$ cat src/sv/bsmt_pkg.sv
// shared constants, request codes and transaction types for the backing-store map table
// no dependencies
package bsmt_pkg;

  localparam int NUM_STORES       = 8;
  localparam int MAX_PAGES        = 128;
  localparam int PAGE_SHIFT       = 12;
  localparam int FIRST_PAGE_RESET = 4096;

  localparam int ADDR_W   = 32;
  localparam int PAGE_W   = ADDR_W - PAGE_SHIFT;
  localparam int FP_W     = 20;
  localparam int CNT_W    = 8;
  localparam int OWNER_W  = 6;
  localparam int IDXIN_W  = 3;
  localparam int ENTRY_W  = 3;
  localparam int WITHIN_W = 7;
  localparam int IDX_W    = (NUM_STORES > 1) ? $clog2(NUM_STORES) : 1;
  localparam int DIFF_W   = ((PAGE_W > FP_W) ? PAGE_W : FP_W) + 1;

  localparam int Q_DEPTH = 2;
  localparam int QA_W    = 1;
  localparam int QC_W    = 2;

  typedef logic [1:0] req_t;

  localparam req_t REQ_ALLOC  = 2'd0;
  localparam req_t REQ_FREE   = 2'd1;
  localparam req_t REQ_MAP    = 2'd2;
  localparam req_t REQ_LOOKUP = 2'd3;

  typedef struct packed {
    req_t                req;
    logic                bad;
    logic [IDX_W-1:0]    idx;
    logic [OWNER_W-1:0]  owner;
    logic [FP_W-1:0]     first_page;
    logic [CNT_W-1:0]    count;
    logic [PAGE_W-1:0]   page;
  } cmd_t;

  typedef struct packed {
    logic                failed;
    logic [ENTRY_W-1:0]  entry;
    logic [WITHIN_W-1:0] page_off;
  } res_t;

  typedef struct packed {
    logic            full;
    logic            empty;
    logic [QC_W-1:0] cnt;
  } q_stat_t;

  typedef struct packed {
    logic pop;
    logic scanning;
  } bk_stat_t;

endpackage

$ cat src/sv/bsmt_front.sv
// front end: accepts request transactions, checks index and page count, forms the page number
// depends on bsmt_pkg
module bsmt_front (
  input  logic                         in_valid,
  output logic                         in_stall,
  input  logic [1:0]                   in_req_type,
  input  logic [bsmt_pkg::IDXIN_W-1:0] in_entry_index,
  input  logic [bsmt_pkg::OWNER_W-1:0] in_owner,
  input  logic [bsmt_pkg::FP_W-1:0]    in_first_page,
  input  logic [bsmt_pkg::CNT_W-1:0]   in_page_count,
  input  logic [bsmt_pkg::ADDR_W-1:0]  in_virt_addr,
  input  bsmt_pkg::q_stat_t            q_stat,
  output logic                         push,
  output bsmt_pkg::cmd_t               push_cmd
);
  import bsmt_pkg::*;

  logic idx_ok;
  logic cnt_ok;

  always_comb begin
    idx_ok = (int'(in_entry_index) < NUM_STORES);
    cnt_ok = (in_page_count != '0) && (int'(in_page_count) <= MAX_PAGES);

    push_cmd.req        = in_req_type;
    push_cmd.idx        = IDX_W'(in_entry_index);
    push_cmd.owner      = in_owner;
    push_cmd.first_page = in_first_page;
    push_cmd.count      = in_page_count;
    push_cmd.page       = in_virt_addr[ADDR_W-1:PAGE_SHIFT];

    unique case (in_req_type)
      REQ_FREE: push_cmd.bad = !idx_ok;
      REQ_MAP:  push_cmd.bad = !(idx_ok && cnt_ok);
      default:  push_cmd.bad = 1'b0;
    endcase
  end

  assign in_stall = q_stat.full;
  assign push     = in_valid && !q_stat.full;

endmodule

$ cat src/sv/bsmt_queue.sv
// short command queue between the front end and the table engine
// depends on bsmt_pkg
module bsmt_queue (
  input  logic              clk,
  input  logic              rst_n,
  input  logic              push,
  input  bsmt_pkg::cmd_t    push_cmd,
  input  logic              pop,
  output bsmt_pkg::cmd_t    pop_cmd,
  output bsmt_pkg::q_stat_t q_stat
);
  import bsmt_pkg::*;

  cmd_t            slot_r [Q_DEPTH];
  logic [QA_W-1:0] wr_ptr_r;
  logic [QA_W-1:0] rd_ptr_r;
  logic [QC_W-1:0] cnt_r;
  logic [QC_W-1:0] cnt_nxt;

  always_comb begin
    cnt_nxt = cnt_r;
    if (push && !pop) begin
      cnt_nxt = cnt_r + 1'b1;
    end else if (pop && !push) begin
      cnt_nxt = cnt_r - 1'b1;
    end
  end

  always_ff @(posedge clk) begin
    if (!rst_n) begin
      wr_ptr_r <= '0;
      rd_ptr_r <= '0;
      cnt_r    <= '0;
    end else begin
      if (push) begin
        wr_ptr_r <= wr_ptr_r + 1'b1;
      end
      if (pop) begin
        rd_ptr_r <= rd_ptr_r + 1'b1;
      end
      cnt_r <= cnt_nxt;
    end
  end

  always_ff @(posedge clk) begin
    if (push) begin
      slot_r[wr_ptr_r] <= push_cmd;
    end
  end

  assign pop_cmd      = slot_r[rd_ptr_r];
  assign q_stat.full  = (cnt_r == QC_W'(Q_DEPTH));
  assign q_stat.empty = (cnt_r == '0);
  assign q_stat.cnt   = cnt_r;

endmodule

$ cat src/sv/bsmt_back.sv
// table engine: holds the entries, applies free and map, scans one entry a cycle for
// allocate and lookup, and keeps the result register; depends on bsmt_pkg
module bsmt_back (
  input  logic                          clk,
  input  logic                          rst_n,
  input  bsmt_pkg::q_stat_t             q_stat,
  output logic                          pop,
  input  bsmt_pkg::cmd_t                pop_cmd,
  output logic                          out_valid,
  input  logic                          out_stall,
  output logic                          out_failed,
  output logic [bsmt_pkg::ENTRY_W-1:0]  out_entry_out,
  output logic [bsmt_pkg::WITHIN_W-1:0] out_page_within,
  output bsmt_pkg::bk_stat_t            bk_stat
);
  import bsmt_pkg::*;

  localparam logic ST_IDLE = 1'b0;
  localparam logic ST_SCAN = 1'b1;

  logic                  state_r;
  cmd_t                  cmd_r;
  logic [IDX_W-1:0]      k_r;
  logic [NUM_STORES-1:0] mapped_r;
  logic [OWNER_W-1:0]    owner_r [NUM_STORES];
  logic [FP_W-1:0]       fpage_r [NUM_STORES];
  logic [CNT_W-1:0]      pages_r [NUM_STORES];
  logic                  out_valid_r;
  logic                  out_valid_nxt;
  res_t                  res_r;
  res_t                  res_nxt;

  logic              out_free;
  logic              is_alloc;
  logic              hit;
  logic              last;
  logic              in_rng;
  logic              ok;
  logic [DIFF_W-1:0] diff;

  always_comb begin
    out_free = !out_valid_r || !out_stall;
    pop      = (state_r == ST_IDLE) && !q_stat.empty && out_free;
    is_alloc = (cmd_r.req == REQ_ALLOC);
    diff     = DIFF_W'(cmd_r.page) - DIFF_W'(fpage_r[k_r]);
    in_rng   = !diff[DIFF_W-1] && (diff < DIFF_W'(pages_r[k_r]));
    last     = (k_r == IDX_W'(NUM_STORES - 1));
    if (is_alloc) begin
      hit = !mapped_r[k_r];
    end else begin
      hit = mapped_r[k_r] && (owner_r[k_r] == cmd_r.owner);
    end
    ok = hit && (is_alloc || in_rng);

    res_nxt.failed   = !ok;
    res_nxt.entry    = ok ? ENTRY_W'(k_r) : '0;
    res_nxt.page_off = (ok && !is_alloc) ? diff[WITHIN_W-1:0] : '0;
    if (state_r == ST_IDLE) begin
      res_nxt.failed   = pop_cmd.bad;
      res_nxt.entry    = '0;
      res_nxt.page_off = '0;
    end

    out_valid_nxt = out_valid_r && out_stall;
    if (pop && (pop_cmd.req == REQ_FREE || pop_cmd.req == REQ_MAP)) begin
      out_valid_nxt = 1'b1;
    end
    if ((state_r == ST_SCAN) && (hit || last)) begin
      out_valid_nxt = 1'b1;
    end
  end

  // control
  always_ff @(posedge clk) begin
    if (!rst_n) begin
      state_r     <= ST_IDLE;
      out_valid_r <= 1'b0;
      mapped_r    <= '0;
    end else begin
      out_valid_r <= out_valid_nxt;
      unique case (state_r)
        ST_IDLE: begin
          if (pop) begin
            case (pop_cmd.req) inside
              REQ_ALLOC, REQ_LOOKUP: begin
                state_r <= ST_SCAN;
              end
              default: begin
                if (!pop_cmd.bad) begin
                  mapped_r[pop_cmd.idx] <= (pop_cmd.req == REQ_MAP);
                end
              end
            endcase
          end
        end
        ST_SCAN: begin
          if (hit || last) begin
            state_r <= ST_IDLE;
          end
        end
        default: state_r <= ST_IDLE;
      endcase
    end
  end

  // payload
  always_ff @(posedge clk) begin
    if (pop) begin
      cmd_r <= pop_cmd;
      k_r   <= '0;
      if (!pop_cmd.bad && pop_cmd.req == REQ_MAP) begin
        owner_r[pop_cmd.idx] <= pop_cmd.owner;
        fpage_r[pop_cmd.idx] <= pop_cmd.first_page;
        pages_r[pop_cmd.idx] <= pop_cmd.count;
      end
      if (!pop_cmd.bad && pop_cmd.req == REQ_FREE) begin
        owner_r[pop_cmd.idx] <= '0;
        fpage_r[pop_cmd.idx] <= FP_W'(FIRST_PAGE_RESET);
        pages_r[pop_cmd.idx] <= '0;
      end
      if (pop_cmd.req == REQ_FREE || pop_cmd.req == REQ_MAP) begin
        res_r <= res_nxt;
      end
    end else if (state_r == ST_SCAN) begin
      if (hit || last) begin
        res_r <= res_nxt;
      end else begin
        k_r <= k_r + 1'b1;
      end
    end
  end

  assign out_valid        = out_valid_r;
  assign out_failed       = res_r.failed;
  assign out_entry_out    = res_r.entry;
  assign out_page_within  = res_r.page_off;
  assign bk_stat.pop      = pop;
  assign bk_stat.scanning = (state_r == ST_SCAN);

endmodule

$ cat src/sv/backing_store_map_table_top.sv
// free and map results pass through the queue slot and the result register; allocate and lookup
// results follow a scan that examines one table entry per cycle
// one free or map per cycle while out_stall is low; no new command is taken during a scan
// reset (synchronous, active low) unmaps every entry and empties the queue, no clearing pass
// depends on bsmt_pkg, bsmt_front, bsmt_queue, bsmt_back
module backing_store_map_table_top (
  input  logic                          clk,
  input  logic                          rst_n,
  input  logic                          in_valid,
  output logic                          in_stall,
  input  logic [1:0]                    in_req_type,
  input  logic [bsmt_pkg::IDXIN_W-1:0]  in_entry_index,
  input  logic [bsmt_pkg::OWNER_W-1:0]  in_owner,
  input  logic [bsmt_pkg::FP_W-1:0]     in_first_page,
  input  logic [bsmt_pkg::CNT_W-1:0]    in_page_count,
  input  logic [bsmt_pkg::ADDR_W-1:0]   in_virt_addr,
  output logic                          out_valid,
  input  logic                          out_stall,
  output logic                          out_failed,
  output logic [bsmt_pkg::ENTRY_W-1:0]  out_entry_out,
  output logic [bsmt_pkg::WITHIN_W-1:0] out_page_within
);
  import bsmt_pkg::*;

  logic     push;
  cmd_t     push_cmd;
  logic     pop;
  cmd_t     pop_cmd;
  q_stat_t  q_stat;
  bk_stat_t bk_stat;

  bsmt_front u_front (
    .in_valid       (in_valid),
    .in_stall       (in_stall),
    .in_req_type    (in_req_type),
    .in_entry_index (in_entry_index),
    .in_owner       (in_owner),
    .in_first_page  (in_first_page),
    .in_page_count  (in_page_count),
    .in_virt_addr   (in_virt_addr),
    .q_stat         (q_stat),
    .push           (push),
    .push_cmd       (push_cmd)
  );

  bsmt_queue u_queue (
    .clk      (clk),
    .rst_n    (rst_n),
    .push     (push),
    .push_cmd (push_cmd),
    .pop      (pop),
    .pop_cmd  (pop_cmd),
    .q_stat   (q_stat)
  );

  bsmt_back u_back (
    .clk             (clk),
    .rst_n           (rst_n),
    .q_stat          (q_stat),
    .pop             (pop),
    .pop_cmd         (pop_cmd),
    .out_valid       (out_valid),
    .out_stall       (out_stall),
    .out_failed      (out_failed),
    .out_entry_out   (out_entry_out),
    .out_page_within (out_page_within),
    .bk_stat         (bk_stat)
  );

  a_scan_no_out: assert property (@(posedge clk) disable iff (!rst_n)
    bk_stat.scanning |-> !out_valid)
    else $error("result pending during scan");

  a_queue_bound: assert property (@(posedge clk) disable iff (!rst_n)
    q_stat.cnt <= QC_W'(Q_DEPTH))
    else $error("queue count beyond depth");

  a_fail_zero: assert property (@(posedge clk) disable iff (!rst_n)
    (out_valid && out_failed) |-> (out_entry_out == '0 && out_page_within == '0))
    else $error("failed transaction carries non-zero fields");

  a_rise_src: assert property (@(posedge clk) disable iff (!rst_n)
    $rose(out_valid) |-> $past(bk_stat.pop || bk_stat.scanning))
    else $error("result without a command in progress");

endmodule
$ cat config.mk
export PLATFORM = sky130hd
export DESIGN_NAME = backing_store_map_table_top
export DESIGN_NICKNAME = d
export VERILOG_FILES = /design/src/sv/bsmt_pkg.sv /design/src/sv/bsmt_front.sv /design/src/sv/bsmt_queue.sv /design/src/sv/bsmt_back.sv /design/src/sv/backing_store_map_table_top.sv
export SDC_FILE = /design/constraint.sdc
export NUM_CORES = 1
export LEC_CHECK = 0
export BUFFER_PORTS_ARGS = -buffer_cell sky130_fd_sc_hd__buf_2
export CAP_MARGIN = 15
export CORE_MARGIN = 4
export CORE_UTILIZATION = 55
export CTS_CLUSTER_SIZE = 20
export DETAILED_ROUTE_END_ITERATION = 6
export PLACE_DENSITY = 0.75
export SYNTH_ARGS = -nofsm -noshare
export SYNTH_HDL_FRONTEND = slang
export SYNTH_SLANG_ARGS = --single-unit
$ cat constraint.sdc
create_clock -name clk -period 11.6 [get_ports clk]
set_input_delay 1.16 -clock clk [delete_from_list [all_inputs] [get_ports clk]]
set_output_delay 1.16 -clock clk [all_outputs]
set_load 0.02 [all_outputs]
Word level (Yosys, flattened, before mapping)
Memories as Yosys holds them, arrays and structs flattened. A register that Yosys moved wholly into a read port is not among the register bits. Index checks and enable logic that the tools add are counted.

Add/sub/neg operators: 6. Magnitude comparators: 5. Equal/unequal tests: 8. Muxes and demuxes: 41. Bitwise logic cells: 7. Reduce and logical (&&, ||, !) cells: 43.

Operators by type and width (count): 11-bit 2-to-1 mux (5); 21-bit by 8-bit < comparator with 1-bit output (1); 3-bit 2-to-1 mux (7); 20-bit by 20-bit subtractor with 21-bit output (1); 20-bit 2-to-1 mux (1); 1-bit 2-to-1 mux (19); 1-bit logical AND (16); 1-bit logical NOT (12); 8-bit bitwise mux (1); 2-bit == test (second input constant) (4); 8-bit <= comparator (second input constant) (1); 3-bit by 4-bit < comparator with 1-bit output (second input constant) (2); 8-bit 2-to-1 mux (1); 8-bit nonzero test (1); 7-bit 2-to-1 mux (1); 6-bit == test (1); 2-bit logical NOT (3); 6-bit 2-to-1 mux (1); 2-bit nonzero test (3); 1-bit logical OR (4); 2-bit 2-to-1 mux (2); 1-bit NOT (4); 4-bit AND reduction (1); 3-bit by 1-bit adder with 3-bit output (second input constant) (1); 14 further kinds (17).

Bits in registers: 56. RAM bits: 392. Word-level logic and storage cells: 127. Memories kept: 4.

Memory list: u_back.fpage_r (words 8, width 20, rd ports 1, clocked after Yosys merged registers in 1, write ports 1, RTL line bsmt_back.sv:26) `logic [FP_W-1:0] fpage_r [NUM_STORES];`; u_queue.slot_r (words 2, width 60, rd ports 1, clocked after Yosys merged registers in 1, write ports 1, RTL line bsmt_queue.sv:14) `cmd_t slot_r [Q_DEPTH];`; u_back.pages_r (words 8, width 8, rd ports 1, clocked after Yosys merged registers in 1, write ports 1, RTL line bsmt_back.sv:27) `logic [CNT_W-1:0] pages_r [NUM_STORES];`; u_back.owner_r (words 8, width 6, rd ports 1, clocked after Yosys merged registers in 1, write ports 1, RTL line bsmt_back.sv:25) `logic [OWNER_W-1:0] owner_r [NUM_STORES];`.

Depth between registers and ports, before layout
Word-level depth: 11. Gate-level depth with buffers: 20. Depth with buffers taken out: 18.

Modules after synthesis
A second synthesis with hierarchy kept.

Cell total of the unflattened synthesis: 1056. Area, all modules: 18949.4 µm².

Modules (own cells, without submodules): bsmt_back (times used 1, cells an instance 780, area each 13889.6 µm², seq. area each 9659.3 µm²); bsmt_queue (times used 1, cells an instance 209, area each 4548.1 µm², seq. area each 3703.6 µm²); bsmt_front (times used 1, cells an instance 67, area each 511.7 µm², seq. area each 0.0 µm²).

Worst setup path after synthesis
Ideal clock, no wire load.

Path kind: register to register. From: register (tool-made name). To: register u_back.res_r, in the netlist u_back.out_failed (data pin). Setup time: 0.262 ns. Arrival: 5.149 ns. Path slack: 6.189 ns. Cell stages (with the launch flop): 20. Path buffers: 3. Clock period less this slack: 5.411 ns. Path through: dfxtp_1 -> buf_2 -> buf_1 -> buf_1 -> mux4_2 -> mux2i_1 -> ha_1 -> a211oi_1 -> o21ai_1 -> xnor2_1 -> inv_1 -> ha_1 -> or4_1 -> a221oi_1 -> a221oi_1 -> o21ai_0 -> nand4bb_1 -> a2111oi_2 -> o2bb2ai_1 -> a21oi_1.

RTL lines: to (signal assigned) (RTL line bsmt_back.sv:122) `res_r <= res_nxt;`; to (signal assigned) (RTL line bsmt_back.sv:126) `res_r <= res_nxt;`; to (decl) (RTL line bsmt_back.sv:30) `res_t res_r;`.

==> results.md <==
* Grt total ovfl at 0
* Synth area leaders: edfxtp_1 70%, mux4_2 7.2%, mux2i_1 3.5%
* Min-delay worst type: register to register
* Dpl hpwl at between 20000 and 25000 um
* First-pass GRT wire length at 53840 um
* Area leader, netlist: edfxtp_1
* Worst stage delay on the critical path at just under 700 ps
* Synthesized Nets at 1119
* Layout cell share with drive strength beyond 1 at a little under a quarter
* Worst setup SP type: register
* Most frequent cell after synthesis: edfxtp_1
* Initial core utilization at a little under three fifths
* TNS Setup at 0 ps
* Clock sink total at between 400 and 500
* WP data required at ~12000 ps
* Remaining DRCs at 0
* Comb power frac at between 20% and 30%
* Synth cell types at 67
* Commonest cells in the netlist: 431 x edfxtp_1, 65 x mux2i_1, 59 x mux4_2
* Max Buffers Root-to-Sink at 3
* Die width at between 150 and 200 um
* HP Start: u_back.mapped_r[1]
* Yosys reg bits at between 400 and 500
* P&R area growth vs syn at 12.26%
* Worst slew pin tran at just over 1000 ps
* Number of global-route vias before repair at 9352
* Synth Flop Type: edfxtp_1
* Post-synth top area share at a little over two thirds
* R2R Path End: u_back.out_failed
* Post-Route Utilization at approximately 63%
* Clock Latency Late Sink at 540 ps
* Num ports at between 80 and 90
* Post-synthesis instance area at 18460 sq um
* Port Buf Inserts at 75
* Synth Warn # at 0
* Core Area at ~33000 sq um
* Crit path buf inv count at 2
* CP cell instances: buf_4, mux4_2, mux2i_1, fa_1, a211oi_1, o21ai_1, xnor2_1, inv_1, ha_1, or4_1, a221oi_1, nand2_1, o21ai_0, nand4bb_1, a2111oi_2, o2bb2ai_1, a21oi_1
* Slowest-stage cell, CP: dfxtp_4
* Hold Violations, Final at 0
* Leakage power at 6.822 nW
* Largest net degree at the start of global routing at 68
* Max Freq at roughly 150 MHz
* Status: finished, final reports clean
* Mean Syn Cell Area at 18.28 sq um
* Final Cycle Share at 55.80%
* Top delay family on crit path: compound AO/OA/AOI/OAI gates
* Clock power frac at roughly 27%
* CTS tree: yes
* Async SR Flop Fraction at 0%
* Antenna Nets Post-Route at 0
* Design Area, Final at 20720 sq um
* # rows at 66
* Placed Area at just under 20000 sq um
* Power Dens Cells at approximately 230 nW/um^2
* First-pass DRT Iterations at 5
* Root buf cell: clkbuf_16
* Worst R2R Setup Slack at 5130 ps
* CP endpoint: u_back.out_failed
* Antenna fix cells at 0
* Worst Skew at approximately 17 ps
* Crit-path max FO at 38
* Crit path time final at 6472 ps
* Worst slew margin at a little under a third
* Htree depth at 2
* # nets final at 1216
* Setup crit end kind: register
* Sequential share of power at a little under half
* Sw Share at 30.42%
* Peak supply drop at between 100 and 150 uV
* Seq/Total Area, Yosys at roughly 72%
* Tot GR Track Use at a little under a fifth
* Die Area at ~37000 sq um
* Post-Syn Instances at 1010
* Levels on crit path at 17
* RSZ-0062 raised after global routing: no
* Pint at between 3 and 4 mW
* Via/cell ratio at a little under 6
* Max cap viols at 0
* Initial antenna violation count at 0
* P_sw at about 1.5 mW
* Hold slack at around 470 ps
* DRT iter0 DRCs at 931
* # fillers at around 2300
* WL/cell at ~22 um
* Final Wtd Congestion at between 0.8 and 0.9
* Clock transition at path regs at approximately 60 ps
* Vias at a little over 9000
* Die Y at about 190 um
* Type of the worst setup path: register to register
* CP arrival at roughly 6800 ps
* EDFF count, synth at around 430
* WL final at ~35000 um
* Fin. max-slew vios at 0
* R2R cell count at 17
* Hold buffers post-CTS at 0
* Number of gates resized after CTS at 0
* Post-CTS Setup Bufs at 0
* Final number of setup-violating endpoints at 0
* CTS Buf Count at between 40 and 50
## layout make-up
type	count	area [sq um]	share of cell area [%]
Timing Repair Buffer	90	488.0	2.355
Inverter	18	67.56	0.3260
Multi-Input combinational cell	500	4902	23.65
Clock inverter	21	106.4	0.5132
Sequential cell	452	13370	64.53
Clock buffer	60	1235	5.959
Tap cell	442	553.0	2.668
## power groups by stage
| stage | Clock [mW] | Sequential [mW] | Combinational, mW |
|---|---|---|---|
| 2_1_floorplan | 0 | 2.21 | 0.972 |
| 5_1_grt | 1.42 | 2.23 | 1.44 |
| 4_1_cts | 1.34 | 2.22 | 1.31 |
| 6_report | 1.31 | 2.22 | 1.31 |
| 3_5_place_dp | 0 | 2.25 | 1.30 |
| 3_3_place_gp | 0 | 2.24 | 1.26 |
## kinds of logic (layout without fill, tap and decap cells)
group	Yosys count	in the layout	share of synthesized area (%)
xor gates and xnor gates	20	20	0.9895
AOI/OAI and AO/OA	115	115	4.324
and+or+nand+nor	166	166	4.561
buffers and inverters	58	189	1.281
adders and majority gates	34	34	2.345
muxes	165	165	14.12
DFF	452	452	72.38
## state kept, by name, summed over array words and instances (netlist names), named ones only
signal                  count
u_back.out_page_within      7
u_back.owner_r             48
u_queue.wr_ptr_r            1
u_back.fpage_r            160
u_back.mapped_r             8
u_queue.rd_ptr_r            1
u_queue.slot_r            120
u_back.cmd_r               28
u_back.out_valid            1
u_back.out_entry_out        3
u_back.k_r                  3
u_back.state_r              1
u_back.pages_r             64
u_back.out_failed           1
u_queue.cnt_r               2
## routing by layer
layer	global-route usage (%)	vias up	part of all wire (%)
met2	30.52	306	48
met4	4.724	0	1.9
met1	28.27	4703	45
met3	3.104	57	5.8
li1	-	4252	-
met5	0	-	0
## cell usage in the layout, fill, tap and decap left out, types with 16 or more instances in the layout
| cell type | instances |
|---|---|
| mux2i_1 | 65 |
| nand2_1 | 39 |
| inv_1 | 18 |
| mux2_2 | 30 |
| a21oi_1 | 23 |
| nor2_1 | 49 |
| a21boi_0 | 16 |
| dfxtp_1 | 17 |
| o21ai_0 | 17 |
| ha_1 | 33 |
| buf_2 | 75 |
| clkbuf_16 | 47 |
| mux4_2 | 59 |
| edfxtp_1 | 431 |
## how the worst min path moves through the flow
stage / end / cells past startpoint
after floorplan: u_back.mapped_r[7] / 2
after detailed placement: u_back.mapped_r[1] / 2
final: u_back.mapped_r[1] / 2
after global routing: u_back.mapped_r[0] / 2
after global placement: u_back.mapped_r[7] / 2
after CTS: u_back.mapped_r[1] / 2
## stage by stage
stage               worst slack (ps)  cells  power [mW]
floorplan                       6189   1010       3.178
global placement                5137   1502       3.507
detailed placement              5076   1502       3.548
CTS                             5069   1583       4.865
global route                    4721   1583       5.094
finish                          5128   1583       4.837
## tightest hold or removal path, delay by kind of cell, from the launching register on
| kind | cells | cell delay (ps) |
|---|---|---|
| flops | 1 | 310 |
| compound gates | 1 | 60 |
| simple gates | 1 | 50 |
Power figures use the tool's default switching activity.
